File: config.mk
export PLATFORM = sky130hd
export DESIGN_NAME = byte_tokenizer_with_tag_detect
export DESIGN_NICKNAME = d
export VERILOG_FILES = /design/src/rtl/btt_pkg.sv /design/src/rtl/btt_cfg.sv /design/src/rtl/btt_engine.sv /design/src/rtl/byte_tokenizer_with_tag_detect.sv
export SDC_FILE = /design/constraint.sdc
export NUM_CORES = 1
export LEC_CHECK = 0
export ABC_AREA = 1
export BUFFER_PORTS_ARGS = -buffer_cell sky130_fd_sc_hd__buf_2
export CAP_MARGIN = 20
export CORE_MARGIN = 1
export CORE_UTILIZATION = 59
export DETAILED_ROUTE_END_ITERATION = 7
export PLACE_DENSITY = 0.83
export SLEW_MARGIN = 15
export SYNTH_ARGS = -nofsm -noshare
export SYNTH_HDL_FRONTEND = slang
export SYNTH_SLANG_ARGS = --single-unit
File: constraint.sdc
create_clock -name clk -period 2.45 [get_ports clk]
set_input_delay 0.49 -clock clk [delete_from_list [all_inputs] [get_ports clk]]
set_output_delay 0.49 -clock clk [all_outputs]
set_load 0.03 [all_outputs]
File: src/rtl/btt_pkg.sv
// shared types, constants and byte classification for the byte tokenizer
package btt_pkg;

	localparam int HIST_DEPTH = 3;
	localparam int HIST_CNT_W = 2;
	localparam int MAX_TOKEN_LEN_DEF = 255;
	localparam int CFG_DATA_W = 64;
	localparam int CFG_ADDR_W = 2;
	localparam int S_TDATA_W = 8;
	localparam int M_TDATA_W = 24;
	localparam int M_TUSER_W = 2;

	// register indexes on the config port
	localparam logic [CFG_ADDR_W-1:0] CFG_SEP_LOW  = 2'd0;
	localparam logic [CFG_ADDR_W-1:0] CFG_SEP_HIGH = 2'd1;
	localparam logic [CFG_ADDR_W-1:0] CFG_LOWER    = 2'd2;

	// token kinds
	localparam logic [1:0] KIND_TERM  = 2'd0;
	localparam logic [1:0] KIND_OPEN  = 2'd1;
	localparam logic [1:0] KIND_CLOSE = 2'd2;

	localparam logic [7:0] CH_GT     = 8'h3E;
	localparam logic [7:0] CH_LT     = 8'h3C;
	localparam logic [7:0] CH_SLASH  = 8'h2F;
	localparam logic [7:0] CH_UPPER_A = 8'd65;
	localparam logic [7:0] CH_UPPER_Z = 8'd90;
	localparam logic [7:0] CASE_DIFF = 8'd32;
	localparam logic [7:0] CTRL_LAST = 8'd31;
	localparam logic [7:0] CH_DEL    = 8'd127;

	typedef struct packed {
		logic [CFG_DATA_W-1:0] sep_map_low;
		logic [CFG_DATA_W-1:0] sep_map_high;
		logic                  lowercase_mode;
	} cfg_t;

	function automatic logic is_separator(input logic [7:0] c, input cfg_t cfg);
		logic [2*CFG_DATA_W-1:0] map;
		map = {cfg.sep_map_high, cfg.sep_map_low};
		if (c <= CTRL_LAST || c >= CH_DEL) begin
			return 1'b1;
		end
		return map[c[6:0]];
	endfunction

	function automatic logic [7:0] fold_case(input logic [7:0] c, input logic lower);
		if (lower && c inside {[CH_UPPER_A:CH_UPPER_Z]}) begin
			return c + CASE_DIFF;
		end
		return c;
	endfunction

endpackage

File: src/rtl/btt_cfg.sv
// configuration registers: delimiter maps and case folding mode
module btt_cfg (
	input  logic                          clk,
	input  logic                          arst_n,
	input  logic                          cfg_we,
	input  logic [btt_pkg::CFG_ADDR_W-1:0] cfg_addr,
	input  logic [btt_pkg::CFG_DATA_W-1:0] cfg_wdata,
	output btt_pkg::cfg_t                 cfg
);
	import btt_pkg::*;

	cfg_t cfg_q;

	always_ff @(posedge clk or negedge arst_n) begin
		if (!arst_n) begin
			cfg_q.sep_map_low    <= '0;
			cfg_q.sep_map_high   <= '0;
			cfg_q.lowercase_mode <= 1'b1;
		end else if (cfg_we) begin
			case (cfg_addr)
				CFG_SEP_LOW:  cfg_q.sep_map_low    <= cfg_wdata;
				CFG_SEP_HIGH: cfg_q.sep_map_high   <= cfg_wdata;
				CFG_LOWER:    cfg_q.lowercase_mode <= cfg_wdata[0];
				default: ;
			endcase
		end
	end

	assign cfg = cfg_q;

endmodule

File: src/rtl/btt_engine.sv
// input register, token and separator history state, result register
module btt_engine #(
	parameter int MAX_TOKEN_LEN = btt_pkg::MAX_TOKEN_LEN_DEF
) (
	input  logic                          clk,
	input  logic                          arst_n,
	input  btt_pkg::cfg_t                 cfg,
	input  logic                          s_tvalid,
	output logic                          s_tready,
	input  logic [btt_pkg::S_TDATA_W-1:0] s_tdata,
	input  logic                          s_tlast,
	output logic                          m_tvalid,
	input  logic                          m_tready,
	output logic [btt_pkg::M_TDATA_W-1:0] m_tdata,
	output logic [btt_pkg::M_TUSER_W-1:0] m_tuser
);
	import btt_pkg::*;

	localparam int LEN_W = $clog2(MAX_TOKEN_LEN + 1);
	localparam logic [LEN_W-1:0] LEN_MAX = LEN_W'(MAX_TOKEN_LEN);

	// input stage
	logic       valid_s1;
	logic [7:0] byte_s1;
	logic       end_s1;

	// tokenizer state
	logic [7:0]            hist_q [HIST_DEPTH];
	logic [7:0]            hist_d [HIST_DEPTH];
	logic [HIST_CNT_W-1:0] cnt_q, cnt_d;
	logic [LEN_W-1:0]      len_q, len_d;

	// result register
	logic       out_valid_q;
	logic [7:0] char_q, length_q;
	logic       in_tok_q, done_q, dropped_q;
	logic [1:0] kind_q;

	logic       adv;
	logic       sep;
	logic [7:0] ch, length, second, third;
	logic       in_tok, done, dropped;
	logic [1:0] kind;

	assign adv      = valid_s1 && (!out_valid_q || m_tready);
	assign s_tready = !valid_s1 || adv;
	assign sep      = is_separator(byte_s1, cfg);

	// second and third entries below the '>' once it is pushed
	always_comb begin
		case (cnt_q)
			2'd0: begin
				second = '0;
				third  = '0;
			end
			2'd1: begin
				second = hist_q[0];
				third  = '0;
			end
			2'd2: begin
				second = hist_q[1];
				third  = hist_q[0];
			end
			default: begin
				second = hist_q[2];
				third  = hist_q[1];
			end
		endcase
	end

	always_comb begin
		hist_d  = hist_q;
		cnt_d   = cnt_q;
		len_d   = len_q;
		ch      = '0;
		in_tok  = 1'b0;
		done    = 1'b0;
		kind    = KIND_TERM;
		length  = '0;
		dropped = 1'b0;
		if (end_s1) begin
			dropped = (len_q != '0);
			len_d   = '0;
			cnt_d   = '0;
			for (int i = 0; i < HIST_DEPTH; i++) begin
				hist_d[i] = '0;
			end
		end else if (sep) begin
			ch = byte_s1;
			// push, dropping the oldest entry when full
			if (cnt_q == HIST_CNT_W'(HIST_DEPTH)) begin
				hist_d[0] = hist_q[1];
				hist_d[1] = hist_q[2];
				hist_d[2] = byte_s1;
			end else begin
				hist_d[cnt_q] = byte_s1;
				cnt_d = cnt_q + 1'b1;
			end
			if (len_q != '0) begin
				done = 1'b1;
				if (byte_s1 == CH_GT) begin
					// three pops always empty the history
					cnt_d = '0;
					if (second == CH_LT) begin
						kind = KIND_OPEN;
					end else if (second == CH_SLASH && third == CH_LT) begin
						kind = KIND_CLOSE;
					end
				end
				if (32'(len_q) > 32'd255) begin
					length = 8'hFF;
				end else begin
					length = 8'(len_q);
				end
				len_d = '0;
			end
		end else begin
			ch     = fold_case(byte_s1, cfg.lowercase_mode);
			in_tok = 1'b1;
			if (len_q < LEN_MAX) begin
				len_d = len_q + 1'b1;
			end
		end
	end

	always_ff @(posedge clk or negedge arst_n) begin
		if (!arst_n) begin
			valid_s1 <= 1'b0;
		end else if (s_tready) begin
			valid_s1 <= s_tvalid;
		end
	end

	always_ff @(posedge clk) begin
		if (s_tvalid && s_tready) begin
			byte_s1 <= s_tdata[7:0];
			end_s1  <= s_tlast;
		end
	end

	always_ff @(posedge clk or negedge arst_n) begin
		if (!arst_n) begin
			for (int i = 0; i < HIST_DEPTH; i++) begin
				hist_q[i] <= '0;
			end
			cnt_q <= '0;
			len_q <= '0;
		end else if (adv) begin
			hist_q <= hist_d;
			cnt_q  <= cnt_d;
			len_q  <= len_d;
		end
	end

	always_ff @(posedge clk or negedge arst_n) begin
		if (!arst_n) begin
			out_valid_q <= 1'b0;
		end else if (adv) begin
			out_valid_q <= 1'b1;
		end else if (m_tready) begin
			out_valid_q <= 1'b0;
		end
	end

	always_ff @(posedge clk) begin
		if (adv) begin
			char_q    <= ch;
			in_tok_q  <= in_tok;
			done_q    <= done;
			kind_q    <= kind;
			length_q  <= length;
			dropped_q <= dropped;
		end
	end

	assign m_tvalid = out_valid_q;
	assign m_tdata  = {5'd0, dropped_q, length_q, done_q, in_tok_q, char_q};
	assign m_tuser  = kind_q;

	a_end_clears: assert property (@(posedge clk) disable iff (!arst_n)
		adv && end_s1 |=> cnt_q == '0 && len_q == '0)
		else $error("stream end did not clear history and length");

	a_done_not_token: assert property (@(posedge clk) disable iff (!arst_n)
		out_valid_q && done_q |-> !in_tok_q && !dropped_q)
		else $error("finished token word also marks a token byte or drop");

	a_kind_needs_done: assert property (@(posedge clk) disable iff (!arst_n)
		out_valid_q && kind_q != KIND_TERM |-> done_q && char_q == CH_GT)
		else $error("tag kind without a finishing '>'");

	a_len_with_done: assert property (@(posedge clk) disable iff (!arst_n)
		out_valid_q |-> done_q == (length_q != '0))
		else $error("token length disagrees with token_done");

endmodule

File: src/rtl/byte_tokenizer_with_tag_detect.sv
// top level of the byte tokenizer with tag detection
//
//  channel  | direction | contents
//  ---------+-----------+-----------------------------------------------------
//  s_*      | in        | one byte of text per word, tlast = end of stream
//  m_*      | out       | one result word per input word, tuser = token kind
//  cfg_*    | in        | register writes, no read-back
//
// one word enters per cycle while the output is not stalled; its result passes
// through the input register, then the result register, and the state is updated as the word moves between them
// reset clears the history, the token length and the delimiter maps and turns case folding on
// a stalled output holds its word while one more input word waits in the
// input register; further input is refused until the output drains
module byte_tokenizer_with_tag_detect #(
	parameter int MAX_TOKEN_LEN = btt_pkg::MAX_TOKEN_LEN_DEF
) (
	input  logic                          clk,
	input  logic                          arst_n,
	input  logic                          s_tvalid,
	output logic                          s_tready,
	input  logic [btt_pkg::S_TDATA_W-1:0] s_tdata,   // [7:0] byte_in
	input  logic                          s_tlast,   // stream_end
	output logic                          m_tvalid,
	input  logic                          m_tready,
	// [7:0] char_out, [8] char_in_token, [9] token_done, [17:10] token_length,
	// [18] token_dropped, [23:19] zero
	output logic [btt_pkg::M_TDATA_W-1:0] m_tdata,
	output logic [btt_pkg::M_TUSER_W-1:0] m_tuser,   // [1:0] token_kind
	input  logic                          cfg_we,
	input  logic [btt_pkg::CFG_ADDR_W-1:0] cfg_addr,
	input  logic [btt_pkg::CFG_DATA_W-1:0] cfg_wdata
);
	import btt_pkg::*;

	cfg_t cfg;

	btt_cfg u_cfg (
		.clk       (clk),
		.arst_n    (arst_n),
		.cfg_we    (cfg_we),
		.cfg_addr  (cfg_addr),
		.cfg_wdata (cfg_wdata),
		.cfg       (cfg)
	);

	btt_engine #(
		.MAX_TOKEN_LEN (MAX_TOKEN_LEN)
	) u_engine (
		.clk      (clk),
		.arst_n   (arst_n),
		.cfg      (cfg),
		.s_tvalid (s_tvalid),
		.s_tready (s_tready),
		.s_tdata  (s_tdata),
		.s_tlast  (s_tlast),
		.m_tvalid (m_tvalid),
		.m_tready (m_tready),
		.m_tdata  (m_tdata),
		.m_tuser  (m_tuser)
	);

endmodule

Word-level counts from Yosys, hierarchy flattened:

Index checks and enable logic that the tools add are counted.

* register bits: 195
* latch bits: 0
* bits in writable memories: 0
* memory bits (read-only): 0
* bits of input ports: 80
* output and inout port bits: 28
* logic and storage cells: 105
* memories kept: 0

* add/sub/neg operators: 3
* $mul: 0
* divide/modulo/power cells: 0
* order comparisons: 8
* eq/ne operators: 10
* shift operators: 0
* mux-type cells: 34
* bitwise logic cells: 4
* reduce and logical (&&, ||, !) cells: 27

Operator list (number)
* $mux 24: 3
* $mux 8: 8
* $eq 8x6->1 const B: 4
* $bwmux 24: 1
* $pmux 8 s3: 1
* $demux 8 s2: 1
* $ge 8x7->1 const B: 2
* $pmux 8 s2: 1
* $mux 1: 12
* $mux 2: 6
* $add 8x1->8 const B: 1
* $add 8x6->8 const B: 1
* $le 8x5->1 const B: 1
* $le 8x7->1 const B: 1
* $lt 7x8->1 const B: 1
* $lt 8x8->1 const B: 1
* $reduce_and 2->1: 4
* $reduce_bool 8->1: 1
* $bmux 1 s7: 1
* $eq 2x2->1 const B: 3
* $logic_and 1x1->1: 6
* $reduce_or 5->1: 1
* $eq 2x1->1 const B: 2
* $logic_not 2->1: 2
* other kinds (14): 21

Logic depth before layout (Yosys ltp):

* depth in word-level cells: 9
* mapped depth: 19
* mapped depth without buffers: 18

Modules after synthesis:

Synthesis repeated with hierarchy kept, for this count alone.

* cells, all modules: 1332
* area, all modules: 10054.6 um2

By module, submodules not included
* btt_cfg: times used 1, cells an instance 570, area each 5222.5 um2
* btt_engine: times used 1, cells an instance 762, area each 4832.1 um2

Worst setup path after synthesis:

No wires, ideal clock.

* path kind: register to register
* start: register u_engine.byte_s1[0]
* end: register u_engine.length_q[0] (data pin)
* library setup time: 0.256 ns
* arrival: 1.868 ns
* path slack: 0.326 ns
* stages on the path, launching flop included: 19
* path buffers: 2
* period minus slack after synthesis: 2.124 ns
* cell sequence: edfxtp_1 buf_4 buf_4 nand2_1 nand2_1 nand2_1 nand3_1 nand2_1 nand2_1 nor2_1 nor2_1 nor2_1 nand2_1 nand2_2 nand3_2 nand2_1 nor2_2 inv_1 nor2_1

* word-level cells in the longest chain between the ends: 6

Ends and longest elaborated chain
* from (decl): line btt_engine.sv:24 `logic [7:0] byte_s1;`
* from (signal assigned): line btt_engine.sv:136 `byte_s1 <= s_tdata[7:0];`
* branches (longest 3 deep; another with $bmux 1 s7)
* $mux 1 (*): line btt_pkg.sv:44 `return map[c[6:0]];`
* $not 1->1 (no line) (*)
* $reduce_or 3->1 (no line) (*)
* to (signal assigned): line btt_engine.sv:171 `length_q <= length;`
* to (decl): line btt_engine.sv:35 `logic [7:0] char_q, length_q;`

Mark *: on every way between the ends. The select of a mux whose other input is x is not followed.
A chain may end at the register's enable or synchronous reset.

Worst setup path after layout:

* start: register u_engine.byte_s1[0]
* end: register u_engine.len_q[5]

* word-level cells in the longest chain between the ends: 6

Ends and longest elaborated chain
* branches (longest 3 deep; another with $bmux 1 s7)
* $mux 1 (*): line btt_pkg.sv:44
* $ne 3x2->1 (no line), or another cell as far along
* $reduce_and 3->1 (no line) or $mux 8 (tied branches)
* to (signal assigned): line btt_engine.sv:151 `len_q <= len_d;`
* to (decl): line btt_engine.sv:31 `logic [LEN_W-1:0] len_q, len_d;`

Marks and branches as above.

==> flow_metrics.tcl <==
set metrics [dict create \
    ys_types 37 \
    p_total_mw 9.09 \
    hold_violations 6 \
    ir_drop_uv 594 \
    fin_nets 1429 \
    slew_violations 0 \
    worstPathMaxFanout 12 \
    grt_pass1_wl_um 38800 \
    worstPathRequired_ns 2.77 \
    fill_cells 1202 \
    synth_top_cell_area_share 0.432 \
    die_area_um2 16600 \
    status "finished, violations left" \
    grt_pass1_vias 7784 \
    dr.pass1.iters 6 \
    ys_ff_latch 195 \
    finalCritPeriodShare 1.05 \
    cts.clk_slew.worst_paths_ns 0.07 \
    cts_tree "done" \
    core_area_um2 15800 \
    yosysTopAreaCell "dfrtp_1" \
    worst_clock_skew_ns 0.0128 \
    drt-initial-drc-count 897 \
    clockRootBuffer "clkbuf_16" \
    ys_seq_area_frac 0.529 \
    async_flop_share 0.846 \
    synth_warnings 0 \
    max_slew_margin 0.534 \
    htreeDepth 4 \
    wl_per_cell_um 15.4 \
    cts_made_buffers 17 \
    met3_usage 0.0545 \
    syn2layout_area_growth_pct 18.3 \
    syn_avg_cell_area_um2 7.74 \
    port_buffers 102 \
    worstSetupPathType "flip-flop to flip-flop" \
    dieWidth_um 129 \
    routed_wl_um 24300 \
    min_path_type "input port to async pin" \
    design_area_um2 11200 \
    ys.flop_type "dfrtp_1" \
    rows 46 \
    cts.sinks 195 \
    power_density_nw_per_um2 808 \
    grt_overflow 0 \
    end_kind "flip-flop" \
    route.detailed.drc 0 \
    grt_use_total 0.302 \
    antenna_found_initial 0 \
    hold_ws_ns -0.0193 \
    ant_nets 0 \
    fp.dieH_um 129 \
    setup_viol 34 \
    via_per_inst 5.49 \
    clock_path_buffers 2 \
    start_util 0.601 \
    met1_usage 0.410 \
    synth_cells 1228 \
    ff2ff_path_depth 19 \
    antenna_cells 0 \
    dr_total_vias 8639 \
    arrival_ns 2.90 \
    crit_path_start_kind "flip-flop" \
    placed_cell_area_um2 10400 \
    clk_latency_ns 0.44 \
    fmax_ghz 0.388 \
    grt_most_used_layer "met2" \
    met2_usage 0.492 \
    period_minus_slack_ns 2.58 \
    post-route-util 0.710 \
    hpwl_um 15900 \
    routabilityCongestion 0.938 \
    post-route-worst-setup-slack_ns -0.129 \
    p_leak_nw 5.89 \
    pin_count 108 \
    regToRegSetupSlack_ns -0.13 \
    synth_edf_count 30 \
    drive_above_1_share 0.169 \
    worst_pin_slew_ns 0.697 \
    syn_area_um2 9510 \
    synth_top_cells_by_area "dfrtp_1, nand2_1, edfxtp_1" \
    maxCapViolCount 0 \
    hold_buffers 0 \
    grt_max_degree 74 \
    violations "hold timing, setup timing" \
    rsz0062_at_grt "true" \
]
==> flip-flops by register name, summed over array words and instances (netlist names) <==
register / count
u_engine.cnt_q: 2
u_engine.end_s1: 1
u_engine.char_q: 8
u_engine.dropped_q: 1
u_engine.len_q: 8
u_engine.length_q: 8
u_engine.byte_s1: 8
u_engine.done_q: 1
u_engine.m_tvalid: 1
u_engine.valid_s1: 1
u_engine.in_tok_q: 1
u_cfg.cfg: 129
u_engine.hist_q: 24
u_engine.m_tuser: 2
==> synthesized netlist by cell type (3+ instances only) <==
library cell and instances:
a211oi_1 3, inv_2 4, o21ai_0 138, buf_2 10, clkbuf_1 38, xor2_1 4, inv_1 110, edfxtp_1 30
nand4_1 11, nor3_1 10, nand3_2 3, buf_4 14, nor2_1 65, nand2_2 6, nor4_1 4, o32ai_1 4
nand3_1 64, ha_1 3, o221ai_1 3, nand2_1 511, o22ai_1 6, a21oi_1 4, dfrtp_1 164
==> cell type report <==
class	count	area, µm²	area share
flip-flops and latches	195	5030	0.447
multi-input cells	858	3830	0.341
repair buffers	158	1100	0.0979
clock buffers	23	488	0.0434
inverters	115	444	0.0395
well taps	216	270	0.0240
clock inverters	9	71.3	0.00634
repair inverters	1	7.51	0.000668
==> metrics by stage <==
stage,cells,TNS [ns],setup slack [ns]
floorplan,1232,0,0.326
global placement,1530,0,0.0482
detailed placement,1530,-0.0225,-0.0156
CTS,1567,-0.0103,-0.0103
global route,1575,-8.87,-0.260
finish,1575,-1.73,-0.129
==> power by group <==
group	internal, mW	leakage, nW	switching [mW]
Clock	1.43	0.281	1.25
Sequential	3.85	2.39	0.380
Combinational	0.785	3.22	1.39
==> cells by family (layout without fill, tap and decap cells) <==
kind of cell               after synthesis  count (layout)  synth area share
other                                    1               5          0.000395
AOI/OAI and AO/OA                      166             166            0.0936
DFF                                    195             195             0.529
xor gates and xnor gates                 6               6           0.00553
buffers and inverters                  179             306            0.0794
and+or+nand+nor                        678             678             0.288
adders and majority gates                3               3           0.00395
==> what timing repair did <==
| action | in CTS | in global routing |
|---|---|---|
| pin swaps | 0 | 3 |
| setup endpoints to repair | 30 | 49 |
| gates cloned | 2 | 1 |
| buffers inserted | 3 | 7 |
| resized for setup | 7 | 33 |
==> critical path: stages, from the launching register on <==
cell and delay [ns]:
edfxtp_1 0.53, inv_4 0.19, clkbuf_16 0.20, nand2_1 0.06, nand2_1 0.07, nand2_1 0.06, nand2_1 0.08, nand2_1 0.06
nand2_2 0.10, nor2_2 0.04, nor2_1 0.09, nor2_1 0.05, nand2_1 0.09, nand2_2 0.12, buf_4 0.16, buf_4 0.12
nand4_1 0.14, nand3_4 0.15, nand2_2 0.10, nand2_1 0.06
==> placed cells by master (no fill, tap or decap), types with 5 or more instances in the layout <==
master     count
nand4_1       11
buf_4         35
edfxtp_1      30
nor2_1        62
buf_2        101
clkbuf_16     18
inv_1        109
buf_12         7
nand2_2       18
conb_1         5
o22ai_1        6
nand3_1       61
nor3_1        10
dfrtp_1      164
buf_6         12
nand2_1      496
o21ai_0      138
==> final timing paths <==
kind                                                 startpoint                         endpoint
worst max-delay path              u_engine.byte_s1[0]$_DFFE_PP_    u_engine.len_q[5]$_DFFE_PN0P_
worst min-delay path                                     arst_n  u_engine.hist_q[20]$_DFFE_PN0P_
worst max register to register    u_engine.byte_s1[0]$_DFFE_PP_    u_engine.len_q[5]$_DFFE_PN0P_
worst min register to register  u_engine.hist_q[11]$_DFFE_PN0P_  u_engine.hist_q[11]$_DFFE_PN0P_
max in group asynchronous                                arst_n       u_cfg.cfg[126]$_DFFE_PN0P_
min in group clk                                     s_tdata[7]    u_engine.byte_s1[7]$_DFFE_PP_
==> per-layer routing <==
metal  up-vias  share of wire
li1       4127              -
met1      4075           0.42
met2       386           0.48
met3        51          0.070
met4         0          0.025
met5         -              0
(Power assumes the default switching activity.)
